**src/rtl/ctc_pkg.sv**
```systemverilog
// ctc_pkg: shared types, constants and helpers of the calendar time counter
// used by ctc_leap, ctc_next and calendar_time_counter; no dependencies

package ctc_pkg;

	localparam int SEC_W   = 6;
	localparam int MIN_W   = 6;
	localparam int HOUR_W  = 5;
	localparam int DAY_W   = 5;
	localparam int MONTH_W = 4;
	localparam int YEAR_W  = 16;

	localparam logic [SEC_W-1:0]   SEC_PER_MIN     = 6'd60;
	localparam logic [MIN_W-1:0]   MIN_PER_HOUR    = 6'd60;
	localparam logic [HOUR_W-1:0]  HOURS_PER_DAY   = 5'd24;
	localparam logic [MONTH_W-1:0] MONTHS_PER_YEAR = 4'd12;
	localparam logic [MONTH_W-1:0] MONTH_FEB       = 4'd2;
	localparam logic [DAY_W-1:0]   FEB_LEAP_DAYS   = 5'd29;
	localparam logic [DAY_W-1:0]   LONG_MONTH_DAYS = 5'd31;

	// reset values of the counters
	localparam logic [DAY_W-1:0]   RST_DAY   = 5'd1;
	localparam logic [MONTH_W-1:0] RST_MONTH = 4'd1;
	localparam logic [YEAR_W-1:0]  RST_YEAR  = 16'd2000;
	localparam logic               RST_LEAP  = 1'b1;

	// divisibility by 25: y * inverse(25) mod 2^16 lands at or below 65535/25
	localparam logic [YEAR_W-1:0] INV25   = 16'd23593;
	localparam logic [YEAR_W-1:0] MAX_Q25 = 16'd2621;

	localparam logic [DAY_W-1:0] MONTH_DAYS [12] = '{
		5'd31, 5'd28, 5'd31, 5'd30, 5'd31, 5'd30,
		5'd31, 5'd31, 5'd30, 5'd31, 5'd30, 5'd31
	};

	typedef enum logic {
		OP_TICK = 1'b0,
		OP_LOAD = 1'b1
	} ctc_op_t;

	typedef struct packed {
		logic [SEC_W-1:0]   second;
		logic [MIN_W-1:0]   minute;
		logic [HOUR_W-1:0]  hour;
		logic [DAY_W-1:0]   day;
		logic [MONTH_W-1:0] month;
		logic [YEAR_W-1:0]  year;
		logic               colon;
	} ctc_state_t;

	typedef struct packed {
		ctc_op_t            opcode;
		logic [SEC_W-1:0]   second;
		logic [MIN_W-1:0]   minute;
		logic [HOUR_W-1:0]  hour;
		logic [DAY_W-1:0]   day;
		logic [MONTH_W-1:0] month;
		logic [YEAR_W-1:0]  year;
		logic               leap;
	} ctc_item_t;

	// days in month m; a month outside 1..12 counts as a long month
	function automatic logic [DAY_W-1:0] month_len(input logic [MONTH_W-1:0] m,
		input logic leap);
		logic [MONTH_W-1:0] idx;
		idx = m - 4'd1;
		if (m < 4'd1 || m > MONTHS_PER_YEAR) begin
			return LONG_MONTH_DAYS;
		end else if (m == MONTH_FEB && leap) begin
			return FEB_LEAP_DAYS;
		end else begin
			return MONTH_DAYS[idx];
		end
	endfunction

endpackage

```
**src/rtl/ctc_leap.sv**
```systemverilog
// ctc_leap: gregorian leap year test (400/100/4 rule) on a 16-bit year
// depends on ctc_pkg

module ctc_leap (
	input  logic [ctc_pkg::YEAR_W-1:0] year,
	output logic                       leap
);

	logic [ctc_pkg::YEAR_W-1:0] prod;
	logic                       div25;

	// exact multiple of 25 test by modular inverse, product kept mod 2^16
	assign prod  = year * ctc_pkg::INV25;
	assign div25 = prod <= ctc_pkg::MAX_Q25;

	// multiple of 25 and 4 is a century: then it must divide by 16 (i.e. 400)
	assign leap = div25 ? (year[3:0] == 4'd0) : (year[1:0] == 2'd0);

endmodule

```
**src/rtl/ctc_next.sv**
```systemverilog
// ctc_next: next calendar state for one tick or load, plus load validation
// depends on ctc_pkg

module ctc_next (
	input  ctc_pkg::ctc_state_t cur,
	input  logic                cur_leap,
	input  ctc_pkg::ctc_item_t  item,
	output ctc_pkg::ctc_state_t nxt,
	output logic                rejected
);

	logic [ctc_pkg::SEC_W:0]     sec_inc;
	logic [ctc_pkg::MIN_W:0]     min_inc;
	logic [ctc_pkg::HOUR_W:0]    hour_inc;
	logic [ctc_pkg::DAY_W:0]     day_inc;
	logic [ctc_pkg::MONTH_W:0]   month_inc;
	logic [ctc_pkg::DAY_W-1:0]   cur_len;
	logic [ctc_pkg::DAY_W-1:0]   new_len;
	logic                        load_ok;

	assign sec_inc   = {1'b0, cur.second} + 7'd1;
	assign min_inc   = {1'b0, cur.minute} + 7'd1;
	assign hour_inc  = {1'b0, cur.hour} + 6'd1;
	assign day_inc   = {1'b0, cur.day} + 6'd1;
	assign month_inc = {1'b0, cur.month} + 5'd1;
	assign cur_len   = ctc_pkg::month_len(cur.month, cur_leap);
	assign new_len   = ctc_pkg::month_len(item.month, item.leap);

	assign load_ok = item.second < ctc_pkg::SEC_PER_MIN
		&& item.minute < ctc_pkg::MIN_PER_HOUR
		&& item.hour < ctc_pkg::HOURS_PER_DAY
		&& item.month >= 4'd1 && item.month <= ctc_pkg::MONTHS_PER_YEAR
		&& item.day >= 5'd1 && item.day <= new_len;

	always_comb begin
		nxt      = cur;
		rejected = 1'b0;
		case (item.opcode)
			ctc_pkg::OP_TICK: begin
				nxt.colon = ~cur.colon;
				if (sec_inc >= {1'b0, ctc_pkg::SEC_PER_MIN}) begin
					nxt.second = '0;
					if (min_inc >= {1'b0, ctc_pkg::MIN_PER_HOUR}) begin
						nxt.minute = '0;
						if (hour_inc >= {1'b0, ctc_pkg::HOURS_PER_DAY}) begin
							nxt.hour = '0;
							if (day_inc > {1'b0, cur_len}) begin
								nxt.day = 5'd1;
								if (month_inc > {1'b0, ctc_pkg::MONTHS_PER_YEAR}) begin
									nxt.month = 4'd1;
									nxt.year  = cur.year + 16'd1;
								end else begin
									nxt.month = month_inc[ctc_pkg::MONTH_W-1:0];
								end
							end else begin
								nxt.day = day_inc[ctc_pkg::DAY_W-1:0];
							end
						end else begin
							nxt.hour = hour_inc[ctc_pkg::HOUR_W-1:0];
						end
					end else begin
						nxt.minute = min_inc[ctc_pkg::MIN_W-1:0];
					end
				end else begin
					nxt.second = sec_inc[ctc_pkg::SEC_W-1:0];
				end
			end
			ctc_pkg::OP_LOAD: begin
				if (load_ok) begin
					nxt.second = item.second;
					nxt.minute = item.minute;
					nxt.hour   = item.hour;
					nxt.day    = item.day;
					nxt.month  = item.month;
					nxt.year   = item.year;
				end else begin
					rejected = 1'b1;
				end
			end
			default: begin
				rejected = 1'b0;
			end
		endcase
	end

endmodule

```
**src/rtl/calendar_time_counter.sv**
```systemverilog
// calendar_time_counter: top level of the real-time clock calendar counter
// depends on ctc_pkg, ctc_leap and ctc_next

// Real-time clock calendar counter on stream buses. Each input transaction is
// either a one-second tick (s_axis_tuser = 0) or a load of a full time and
// date (s_axis_tuser = 1). A tick advances second, minute, hour, day, month
// and year in cascade with gregorian month lengths (February has 29 days in
// leap years by the 400/100/4 rule, year 0 included), the year wraps from
// 65535 to 0, and the colon flag toggles. A load with a field out of range, or
// a day past the end of that month, leaves the calendar unchanged and comes
// back with m_axis_tuser = 1. Every input transaction gives exactly one output
// transaction showing the calendar after it. After reset the calendar reads
// 2000-01-01 00:00:00 with the colon flag low. Timing: a transaction passes
// through the input register and then the calendar/result register, which
// drives the output; a new transaction can be accepted every cycle while the
// output is not stalled, and the tick cascade between the input register and
// the calendar/result register is combinational. While a result waits on
// m_axis_tready the input register takes at most one more transaction, then
// s_axis_tready stays low until the waiting result is taken.

module calendar_time_counter (
	input  logic        clk,
	input  logic        arst_n,
	// input stream
	input  logic        s_axis_tvalid,
	output logic        s_axis_tready,
	// new_second[5:0], new_minute[11:6], new_hour[16:12], new_day[21:17],
	// new_month[25:22], new_year[41:26], zero fill [47:42]
	input  logic [47:0] s_axis_tdata,
	// opcode: 0 = tick, 1 = load
	input  logic        s_axis_tuser,
	// output stream
	output logic        m_axis_tvalid,
	input  logic        m_axis_tready,
	// second_now[5:0], minute_now[11:6], hour_now[16:12], day_now[21:17],
	// month_now[25:22], year_now[41:26], colon_on[42], zero fill [47:43]
	output logic [47:0] m_axis_tdata,
	// load_rejected
	output logic        m_axis_tuser
);

	// input stage
	logic                s1_valid_s1;
	ctc_pkg::ctc_item_t  item_s1;
	ctc_pkg::ctc_item_t  item_in;
	logic                in_leap;

	// calendar state doubles as the result register: a result is always
	// the calendar after its transaction
	ctc_pkg::ctc_state_t cal_q;
	logic                rej_q;
	logic                out_valid_q;
	logic                cur_leap_q;

	logic                cal_leap;
	logic                advance;
	ctc_pkg::ctc_state_t cal_nxt;
	logic                rej_nxt;

	// leap flag of the incoming load year, found before the input register
	ctc_leap u_leap_in (
		.year (s_axis_tdata[41:26]),
		.leap (in_leap)
	);

	// leap flag of the running year, registered, so it catches up with a year
	// change in the cycle after; a carry into a new year lands in January so the
	// lag never matters, and a load sets the flag directly
	ctc_leap u_leap_cal (
		.year (cal_q.year),
		.leap (cal_leap)
	);

	always_comb begin
		item_in.opcode = ctc_pkg::ctc_op_t'(s_axis_tuser);
		item_in.second = s_axis_tdata[5:0];
		item_in.minute = s_axis_tdata[11:6];
		item_in.hour   = s_axis_tdata[16:12];
		item_in.day    = s_axis_tdata[21:17];
		item_in.month  = s_axis_tdata[25:22];
		item_in.year   = s_axis_tdata[41:26];
		item_in.leap   = in_leap;
	end

	ctc_next u_next (
		.cur      (cal_q),
		.cur_leap (cur_leap_q),
		.item     (item_s1),
		.nxt      (cal_nxt),
		.rejected (rej_nxt)
	);

	// input stage moves on when the result register is free or being drained
	assign advance       = s1_valid_s1 && (!out_valid_q || m_axis_tready);
	assign s_axis_tready = !s1_valid_s1 || advance;

	always_ff @(posedge clk or negedge arst_n) begin
		if (!arst_n) begin
			s1_valid_s1 <= 1'b0;
		end else if (s_axis_tready) begin
			s1_valid_s1 <= s_axis_tvalid;
		end
	end

	// input payload register, no reset needed
	always_ff @(posedge clk) begin
		if (s_axis_tvalid && s_axis_tready) begin
			item_s1 <= item_in;
		end
	end

	always_ff @(posedge clk or negedge arst_n) begin
		if (!arst_n) begin
			out_valid_q <= 1'b0;
			rej_q       <= 1'b0;
			cur_leap_q  <= ctc_pkg::RST_LEAP;
			cal_q       <= '{second: '0, minute: '0, hour: '0,
				day: ctc_pkg::RST_DAY, month: ctc_pkg::RST_MONTH,
				year: ctc_pkg::RST_YEAR, colon: 1'b0};
		end else begin
			if (advance) begin
				out_valid_q <= 1'b1;
				cal_q       <= cal_nxt;
				rej_q       <= rej_nxt;
			end else if (m_axis_tready) begin
				out_valid_q <= 1'b0;
			end
			// accepted load: take its precomputed leap flag at once
			if (advance && item_s1.opcode == ctc_pkg::OP_LOAD && !rej_nxt) begin
				cur_leap_q <= item_s1.leap;
			end else begin
				cur_leap_q <= cal_leap;
			end
		end
	end

	assign m_axis_tvalid = out_valid_q;
	assign m_axis_tuser  = rej_q;
	assign m_axis_tdata  = {5'd0, cal_q.colon, cal_q.year, cal_q.month, cal_q.day,
		cal_q.hour, cal_q.minute, cal_q.second};

endmodule

```
**config.mk**
```make
export PLATFORM = sky130hd
export DESIGN_NAME = calendar_time_counter
export DESIGN_NICKNAME = d
export VERILOG_FILES = /design/src/rtl/ctc_pkg.sv /design/src/rtl/ctc_leap.sv /design/src/rtl/ctc_next.sv /design/src/rtl/calendar_time_counter.sv
export SDC_FILE = /design/constraint.sdc
export NUM_CORES = 1
export LEC_CHECK = 0
export BUFFER_PORTS_ARGS = -buffer_cell sky130_fd_sc_hd__clkbuf_2
export CAP_MARGIN = 20
export CORE_MARGIN = 2
export CORE_UTILIZATION = 40
export CTS_CLUSTER_SIZE = 40
export DETAILED_ROUTE_END_ITERATION = 16
export PLACE_DENSITY = 0.61
export SYNTH_ARGS = -nofsm -noshare
export SYNTH_HDL_FRONTEND = slang
export SYNTH_SLANG_ARGS = --single-unit
```
**constraint.sdc**
```tcl
create_clock -name clk -period 5.2 [get_ports clk]
set_clock_uncertainty 0.1 [all_clocks]
set_input_delay 0.26 -clock clk [delete_from_list [all_inputs] [get_ports clk]]
set_output_delay 0.26 -clock clk [all_outputs]
set_load 0.02 [all_outputs]
```
==> reports/qor.yml, run 1 <==
post-route-util_pct: 47.6
cts_resized: 0
crit_path_max_incr_delay_ps: 690
fin_crit_sh_pct: 91.8
synthFlopType: "edfxtp_1"
core-area_um2: 19500
critPathMaxFanout: 9
path_cells: "ha_1 > inv_1 > fa_1 > inv_1 > ha_1 > ha_1 > inv_1 > fa_1 > inv_1 > ha_1 > ha_1 > or4b_2 > nand4_1 > a22oi_1 > nor4bb_1 > a31oi_1"
tns_ps: 0
die_h_um: 145
crit_type: "reg -> reg"
clock_sinks: 91
final-setup-viol-count: 0
clk_latency_ps: 340
synth_top_area_share_pct: 21.7
cp.buffers_inverters: 4
grt_overflow_total: 0
root_buffer: "clkbuf_16"
antenna_found_initial: 0
rows: 51
antenna_cells: 0
synth_async_sr_flop_share_pct: 51.6
dp_hpwl_um: 13800
pwr_density_cell_nw_per_um2: 421
firstDrtPassIters: 5
ioPinCount: 104
synth_area_leaders: "ha_1 (22%), edfxtp_1 (17%), dfrtp_1 (12%)"
rsz0062_at_grt: "false"
dieWidth_um: 145
route.detailed.drc: 0
ant_nets: 0
first_global_vias: 5862
slew_viol_final: 0
yosysSeqAreaShare_pct: 31.6
leakage_uw: 0.00447
gr-usage-all-layers_pct: 17.5
initial_core_util_pct: 40.8
hold_class: "in -> reg"
clk_pin_slew_ps: 70
cp_slowest_cell: "or4b_2"
synth-edff-count: 44
max_freq_mhz: 210
synth_top_area_cell: "ha_1"
power_uw: 3900
num-nets-final: 1137
worstSetupStartpointType: "flip-flop"
nFillCells: 1878
crit_path_frequent_cell: "ha_1"
status: "finished, final reports clean"
syn_area_per_cell_um2: 10.0
irDropWorstVdd_mv: 0.159
tightest_slew_ps: 1030
min_period_ps: 4770
via_per_inst: 5.16
max-cap-violations: 0
routed_wl_um: 18000
cp.required_ps: 5360
gp_congestion: 0.826
drtIter0Drc: 299
grt_pass1_wl_um: 29800
endpoint_kind: "flip-flop"
cp.arrival_ps: 4930
grt_max_degree: 57
synthCells: 792
synth_area_um2: 7940
htreeDepth: 3
cts_buffer_depth: 2
die_area_um2: 21000
num_vias: 6084
path_delay_family: "adder cells"
cts_tree: "done"
ys.warnings.count: 0
synth_most_common_cell: "ha_1"
io_buffers: 92
wire_per_inst_um: 15.2
drive_above_1_share_pct: 15.6
synth_common_cells: "ha_1 (138), inv_1 (111), o21ai_0 (51)"
hold_viol_final: 0
yosys_register_bits: 91
syn_to_final_growth_pct: 16.6
slew_headroom_pct: 31.4
ys_types: 70
numCtsBuffers: 9
## metal layers
| layer | part of all wire [%] | vias to the layer above | track usage, % | wire, um |
|---|---|---|---|---|
| li1 | - | 3020 | - | - |
| met1 | 48 | 2937 | 24.5 | 8590 |
| met2 | 47 | 111 | 28.0 | 8410 |
| met3 | 4.0 | 16 | 2.92 | 712 |
| met4 | 1.5 | 0 | 4.90 | 263 |
| met5 | 0 | - | 0 | 0 |
## metrics by stage
step	setup slack [ps]	instance area (um^2)	cells	hold WS, ps
6_report	428	9260	1180	18.2
5_1_grt	194	9260	1180	26.0
4_1_cts	424	9250	1179	2.41
3_5_place_dp	427	8690	1137	326
3_3_place_gp	464	8680	1136	334
2_1_floorplan	608	7960	796	-136
## layout make-up
type,count,area (um^2),share of cell area (%)
inverters,111,417,4.50
clock inverters,7,77.6,0.838
clock buffers,9,225,2.43
repair buffers,128,796,8.59
well taps,265,332,3.58
multi-input cells,569,4910,53.0
flip-flops and latches,91,2510,27.1
## what timing repair did
item	in CTS	in global routing
hold endpoints to repair	63	1
buffers inserted	0	0
hold buffers	26	1
## worst register-to-register path, delay by kind of cell (launching register included)
family	cells	cell delay, ps
buffers and inverters	4	230
AND/OR/NAND/NOR	3	1100
AO/OA/AOI/OAI	2	220
flip-flops	1	650
adder cells (fa/ha/maj)	7	2390
## layout by cell type, fill, tap and decap left out, types with 22 or more instances in the layout
cell             n
a21oi_1         33
clkbuf_2        92
dfrtp_1         38
dlygate4sd3_1   27
edfxtp_1        44
fa_1            36
ha_1           138
inv_1          111
nand2_1         44
nand3_1         22
nor2_1          44
o21ai_0         51
xnor2_1         31
## sequential cells by signal (all words and copies together), names as in the netlist
name,flops
s1_valid_s1,1
item_s1,44
m_axis_tdata,43
cur_leap_q,1
m_axis_tvalid,1
m_axis_tuser,1
## where the power goes
| part | switching [uW] | total, uW | internal, uW |
|---|---|---|---|
| registers | 217 | 1130 | 910 |
| logic | 1210 | 2100 | 891 |
| clock network | 292 | 669 | 377 |
## logic make-up (layout without fill, tap and decap cells)
group	after synthesis	count (layout)	share of synthesized area, %
muxes	4	4	0.520
AOI/OAI and AO/OA	157	157	13.3
and+or+nand+nor	187	187	12.2
xor gates and xnor gates	42	42	4.63
DFF	91	91	31.6
buffers and inverters	136	255	6.85
other	1	5	0.0472
adders and majority gates	174	174	30.8
## path summary, 6_finish.rpt
path	depth (start not counted)	slack, ps	start	end
max	16	430	m_axis_tdata[33]	cur_leap_q
min	2	20	s_axis_tvalid	s1_valid_s1
max reg2reg	16	430	m_axis_tdata[33]	cur_leap_q
min reg2reg	2	400	m_axis_tuser	m_axis_tuser
max in group asynchronous	3	4070	arst_n	m_axis_tdata[28]
min in group asynchronous	3	470	arst_n	m_axis_tdata[6]
(Power assumes the default switching activity.)
==> run 2, diff against run 1 <==
--- a/config.mk
+++ b/config.mk
@@ -5,6 +5,7 @@
 export SDC_FILE = /design/constraint.sdc
 export NUM_CORES = 1
 export LEC_CHECK = 0
+export ABC_AREA = 1
 export BUFFER_PORTS_ARGS = -buffer_cell sky130_fd_sc_hd__clkbuf_2
 export CAP_MARGIN = 20
 export CORE_MARGIN = 2
==> run 2 against run 1 <==
Sequential share of layout area shrank 1.1 points. First-iteration DRC count rose by 9.0%. Setup slack better by 270 ps. Critical endpoint unchanged. Synthesized area is 5.4% higher. Die area grew 5.3%. Synthesized cell count increased by 27%.
==> reports/qor.yml, run 2 <==
via_per_inst: 4.82
drive_above_1_share_pct: 12.1
synth_area_um2: 8370
synth_most_common_cell: "nand2_1"
max_freq_mhz: 222
syn_to_final_growth_pct: 15.4
fin_crit_sh_pct: 86.6
status: "finished, final reports clean"
synthFlopType: "edfxtp_1"
cp.required_ps: 5380
final_common_cell: "nand2_1"
synth_async_sr_flop_share_pct: 51.6
internal_power_uw: 2630
gr-usage-all-layers_pct: 17.3
synth_area_leaders: "ha_1 (21%), edfxtp_1 (16%), nand2_1 (12%)"
io_buffers: 92
power_uw: 5150
clk_latency_ps: 340
syn_area_per_cell_um2: 8.35
rsz0062_at_grt: "false"
p_seq_share_pct: 23.8
first_global_vias: 6570
tns_ps: 0
layout_common_cells: "nand2_1 (264), inv_1 (174), ha_1 (138)"
antenna_found_initial: 0
ys.warnings.count: 0
grt_overflow_total: 0
dieWidth_um: 149
die_h_um: 149
core-area_um2: 20400
cp_slowest_cell: "fa_1"
p_sw_share_pct: 49.0
dp_hpwl_um: 14500
yosys_register_bits: 91
initial_core_util_pct: 41.1
crit_type: "reg -> reg"
largest_reg_flops: 44
routed_wl_um: 18200
synth_top_area_share_pct: 20.6
clock_sinks: 91
endpoint_kind: "flip-flop"
wire_per_inst_um: 13.0
slew_viol_final: 0
cts_resized: 0
ioPinCount: 104
synth_common_cells: "nand2_1 (264), inv_1 (175), ha_1 (138), nand3_1 (68), o21ai_0 (58)"
num-nets-final: 1348
rows: 52
ant_nets: 0
max-cap-violations: 0
pwr_density_cell_nw_per_um2: 533
synth_top_area_cell: "ha_1"
firstDrtPassIters: 5
switchingPower_uw: 2520
setup_ws_ps: 696
hold_class: "in -> reg"
holdWs_ps: 13.8
combinationalPowerShare_pct: 63.3
worstSetupStartpointType: "flip-flop"
path_cells: "inv_1 > ha_1 > ha_1 > fa_1 > inv_1 > fa_1 > fa_1 > inv_1 > ha_1 > ha_1 > nand2_1 > inv_1 > a21oi_1 > a21o_1 > nand3_1 > nor2_1 > nand3_1 > nand2_1 > nand2_1"
route.detailed.drc: 0
largest-register: "item_s1"
slew_headroom_pct: 30.6
final-setup-viol-count: 0
synthCells: 1003
root_buffer: "clkbuf_16"
drtIter0Drc: 326
irDropWorstVdd_mv: 0.206
post_cts_buffers: 0
grt_pass1_wl_um: 31100
cp.arrival_ps: 4680
htreeDepth: 3
ys_types: 44
antenna_cells: 0
synth-edff-count: 44
hold_viol_final: 0
gp_congestion: 0.864
die_area_um2: 22100
critPathMaxFanout: 9
numCtsBuffers: 9
cp.buffers_inverters: 4
num_vias: 6730
grt_max_degree: 48
min_period_ps: 4500
yosysSeqAreaShare_pct: 30.0
leakage_uw: 0.00518
pre_cts_ws_ps: 636
cts_buffer_depth: 2
clk_pin_slew_ps: 70
clockPowerShare_pct: 12.9
cts_tree: "done"
crit_path_max_incr_delay_ps: 550
tightest_slew_ps: 1040
path_delay_family: "adder cells"
[run 2: cell count changes in the layout (fill, tap and decap cells not counted), sizes merged, moves of 8 or more]
| cell | before | now |
|---|---|---|
| nand2 | 44 | 266 |
| inv | 112 | 177 |
| nand3 | 26 | 70 |
| a21oi | 33 | 16 |
| nand4 | 3 | 20 |
| xnor2 | 31 | 16 |
| nor2 | 44 | 32 |
| xor2 | 11 | 23 |
| and3 | 11 | 0 |
| o32ai | 8 | 0 |
[run 2: per-stage QoR]
| step | std cells | utilization [%] | cell area, um^2 |
|---|---|---|---|
| final | 1396 | 47.5 | 9660 |
| after global routing | 1396 | 47.5 | 9660 |
| after CTS | 1394 | 47.4 | 9640 |
| after detailed placement | 1355 | 44.7 | 9110 |
| after global placement | 1355 | 44.7 | 9110 |
| after floorplan | 1007 | - | 8390 |
[run 2: what timing repair did]
action | CTS | global route
hold buffers | 23 | 2
endpoints found under the setup margin | 0 | 0
hold endpoints to repair | 60 | 2
[run 2: kinds of logic after synthesis]
| kind of cell | after synthesis | synth area share (%) |
|---|---|---|
| xor+xnor | 39 | 4.17 |
| simple gates | 409 | 21.3 |
| fa+ha+maj | 174 | 29.2 |
| other cells | 1 | 0.0448 |
| flops | 91 | 30.0 |
| buf+inv | 197 | 9.38 |
| compound gates | 92 | 5.95 |
[run 2: metal layers]
metal	GRT usage, %	vias up	part of all wire, %
li1	-	3478	-
met1	23.0	3140	47
met2	30.3	90	49
met3	1.69	22	2.1
met4	4.81	0	1.5
met5	0	-	0
[run 2: final cells by class]
class / count / area [um^2]
fill: 1970 / 10700
multi-input combinational: 719 / 5090
sequential: 91 / 2510
timing repair buffer: 123 / 756
inverter: 177 / 664
tap: 270 / 338
clock buffer: 10 / 229
clock inverter: 6 / 73.8
[run 2: final timing paths]
check / from / to / slack [ps] / depth (start not counted)
worst min-delay path: s_axis_tdata[12] / item_s1[26] / 10 / 1
worst max register to register: m_axis_tdata[29] / cur_leap_q / 700 / 19
worst max-delay path: m_axis_tdata[29] / cur_leap_q / 700 / 19
worst min register to register: m_axis_tdata[42] / m_axis_tdata[42] / 410 / 1
max in group asynchronous: arst_n / m_axis_tdata[38] / 4080 / 3
min in group asynchronous: arst_n / m_axis_tdata[25] / 480 / 3
[run 2: power groups by stage]
stage | combinational [uW] | sequential, uW | clock [uW]
2_1_floorplan | 2300 | 1350 | 0
3_3_place_gp | 3230 | 1240 | 0
3_5_place_dp | 3270 | 1240 | 0
4_1_cts | 3320 | 1230 | 680
5_1_grt | 3880 | 1260 | 714
6_report | 3260 | 1220 | 666
==> run 3, diff against run 2 <==
--- a/config.mk
+++ b/config.mk
@@ -8,11 +8,13 @@
 export ABC_AREA = 1
 export BUFFER_PORTS_ARGS = -buffer_cell sky130_fd_sc_hd__clkbuf_2
 export CAP_MARGIN = 20
+export CELL_PAD_IN_SITES_DETAIL_PLACEMENT = 1
+export CELL_PAD_IN_SITES_GLOBAL_PLACEMENT = 2
 export CORE_MARGIN = 2
-export CORE_UTILIZATION = 40
-export CTS_CLUSTER_SIZE = 40
+export CORE_UTILIZATION = 36
+export CTS_CLUSTER_SIZE = 30
 export DETAILED_ROUTE_END_ITERATION = 16
-export PLACE_DENSITY = 0.61
+export PLACE_DENSITY = 0.84
 export SYNTH_ARGS = -nofsm -noshare
 export SYNTH_HDL_FRONTEND = slang
 export SYNTH_SLANG_ARGS = --single-unit
==> run 3 against run 2 <==
Maximum frequency down 1.2%. Utilization decreased by 4.8 points. Via count increased by 2.5%. Sequential share of layout area decreased by 0.084 points. Power rose by 2.6%. Clock power about the same. Global-route usage up 0.78 points. Die area rose by 11%. Worst hold slack improved by 4.8 ps. Critical path depth is the same. First-iteration DRC count is 44% lower. Critical path type unchanged.
==> reports/qor.yml, run 3 (synthesized netlist as in run 2, its figures left out) <==
status: "finished, final reports clean"
post-route-util_pct: 42.7
clk_latency_ps: 350
root_buffer: "clkbuf_16"
internal_power_uw: 2650
max-cap-violations: 0
tightest_slew_ps: 946
rows: 55
path_cells: "inv_1 > ha_1 > ha_1 > fa_1 > inv_1 > fa_1 > fa_1 > inv_1 > ha_1 > ha_1 > nand2_1 > inv_1 > a21oi_1 > a21o_1 > nand3_1 > nor2_1 > nand3_1 > nand2_1 > nand2_1"
fin_crit_sh_pct: 87.7
hold_depth: 1
worstSetupStartpointType: "flip-flop"
cts_buffer_depth: 2
p_seq_share_pct: 23.3
ioPinCount: 104
r2r_cells: 19
num_vias: 6896
post_cts_buffers: 0
num-nets-final: 1350
numCtsBuffers: 9
crit_type: "reg -> reg"
antenna_found_initial: 0
initial_core_util_pct: 36.9
hold_viol_final: 0
via_per_inst: 4.88
slew_viol_final: 0
grt_overflow_total: 0
cp_slowest_cell: "fa_1"
final-setup-viol-count: 0
wire_per_inst_um: 15.0
crit_path_max_incr_delay_ps: 560
routed_wl_um: 21100
layout_common_cells: "nand2_1 (264), inv_1 (174), ha_1 (138)"
grt_pass1_wl_um: 35500
max_freq_mhz: 219
irDropWorstVdd_mv: 0.205
hold_class: "in -> reg"
io_buffers: 92
core-area_um2: 22700
clock_sinks: 91
htreeDepth: 3
final_common_cell: "nand2_1"
critPathMaxFanout: 9
dieWidth_um: 157
tns_ps: 0
drive_above_1_share_pct: 12.3
clk_pin_slew_ps: 70
route.detailed.drc: 0
cts_tree: "done"
min_period_ps: 4560
antenna_cells: 0
switchingPower_uw: 2640
gp_congestion: 0.789
drtIter0Drc: 183
die_area_um2: 24500
endpoint_kind: "flip-flop"
pwr_density_cell_nw_per_um2: 545
clockPowerShare_pct: 12.6
slew_headroom_pct: 36.8
largest-register: "item_s1"
combinationalPowerShare_pct: 64.1
leakage_uw: 0.00519
fin_cells: 1413
ant_nets: 0
grt_max_degree: 48
largest_reg_flops: 44
dp_hpwl_um: 16800
firstDrtPassIters: 4
p_sw_share_pct: 49.9
cp.required_ps: 5380
first_global_vias: 7262
dp_cells: 1372
rsz0062_at_grt: "false"
cp.arrival_ps: 4740
die_h_um: 157
syn_to_final_growth_pct: 15.8
gr-usage-all-layers_pct: 18.1
[run 3: changes by cell type in the layout (fill, tap and decap cells not counted)]
| cell | previous run | this run |
|---|---|---|
| inv_6 | 1 | 2 |
| inv_8 | 1 | 0 |
| buf_4 | 6 | 8 |
| clkinv_1 | 2 | 1 |
| inv_2 | 1 | 2 |
[run 3: routing by layer]
metal | wire [um] | vias up | part of all wire [%] | GRT usage (%)
li1 | - | 3484 | - | -
met1 | 10100 | 3329 | 48 | 24.0
met2 | 10400 | 66 | 49 | 32.2
met3 | 369 | 17 | 1.7 | 1.63
met4 | 241 | 0 | 1.1 | 4.02
met5 | 0 | - | 0 | 0
[run 3: power groups by stage]
stage / clock network, uW / logic (uW) / registers, uW
6_report: 667 / 3390 / 1230
2_1_floorplan: 0 / 2300 / 1350
4_1_cts: 687 / 3470 / 1230
5_1_grt: 710 / 3980 / 1270
3_3_place_gp: 0 / 3330 / 1240
3_5_place_dp: 0 / 3420 / 1240
[run 3: critical path, delay by kind of cell, from the launching register on]
family                     cells  cell delay [ps]
DFF                            1              520
and+or+nand+nor                6              470
AOI/OAI and AO/OA              2              320
buffers and inverters          4              260
adders and majority gates      7             2840
[run 3: cell type report]
| class | instances | area [um^2] |
|---|---|---|
| clock buffer | 10 | 229 |
| sequential | 91 | 2510 |
| tap | 285 | 357 |
| fill | 2762 | 13000 |
| multi-input combinational | 719 | 5090 |
| inverter | 177 | 664 |
| timing repair buffer | 125 | 771 |
| clock inverter | 6 | 71.3 |
[run 3: timing repair]
action                                 CTS  global route
endpoints found under the hold margin   61             1
gates resized for setup                  0             0
hold buffers                            24             1
[run 3: final timing paths]
check,startpoint,to,slack [ps]
min in group asynchronous,arst_n,m_axis_tdata[24],460
max,m_axis_tdata[29],cur_leap_q,640
min reg2reg,s1_valid_s1,m_axis_tvalid,400
min,s_axis_tdata[21],item_s1[25],20
max in group asynchronous,arst_n,m_axis_tdata[37],4060
max reg2reg,m_axis_tdata[29],cur_leap_q,640
[run 3: per-stage QoR]
stage	area, um^2	hold slack, ps	total power [uW]	setup slack, ps
after global placement	9150	317	4560	633
after floorplan	8390	-136	3650	854
after global routing	9700	3.75	5960	294
final	9700	18.6	5280	639
after detailed placement	9150	319	4660	614
after CTS	9690	1.83	5390	597
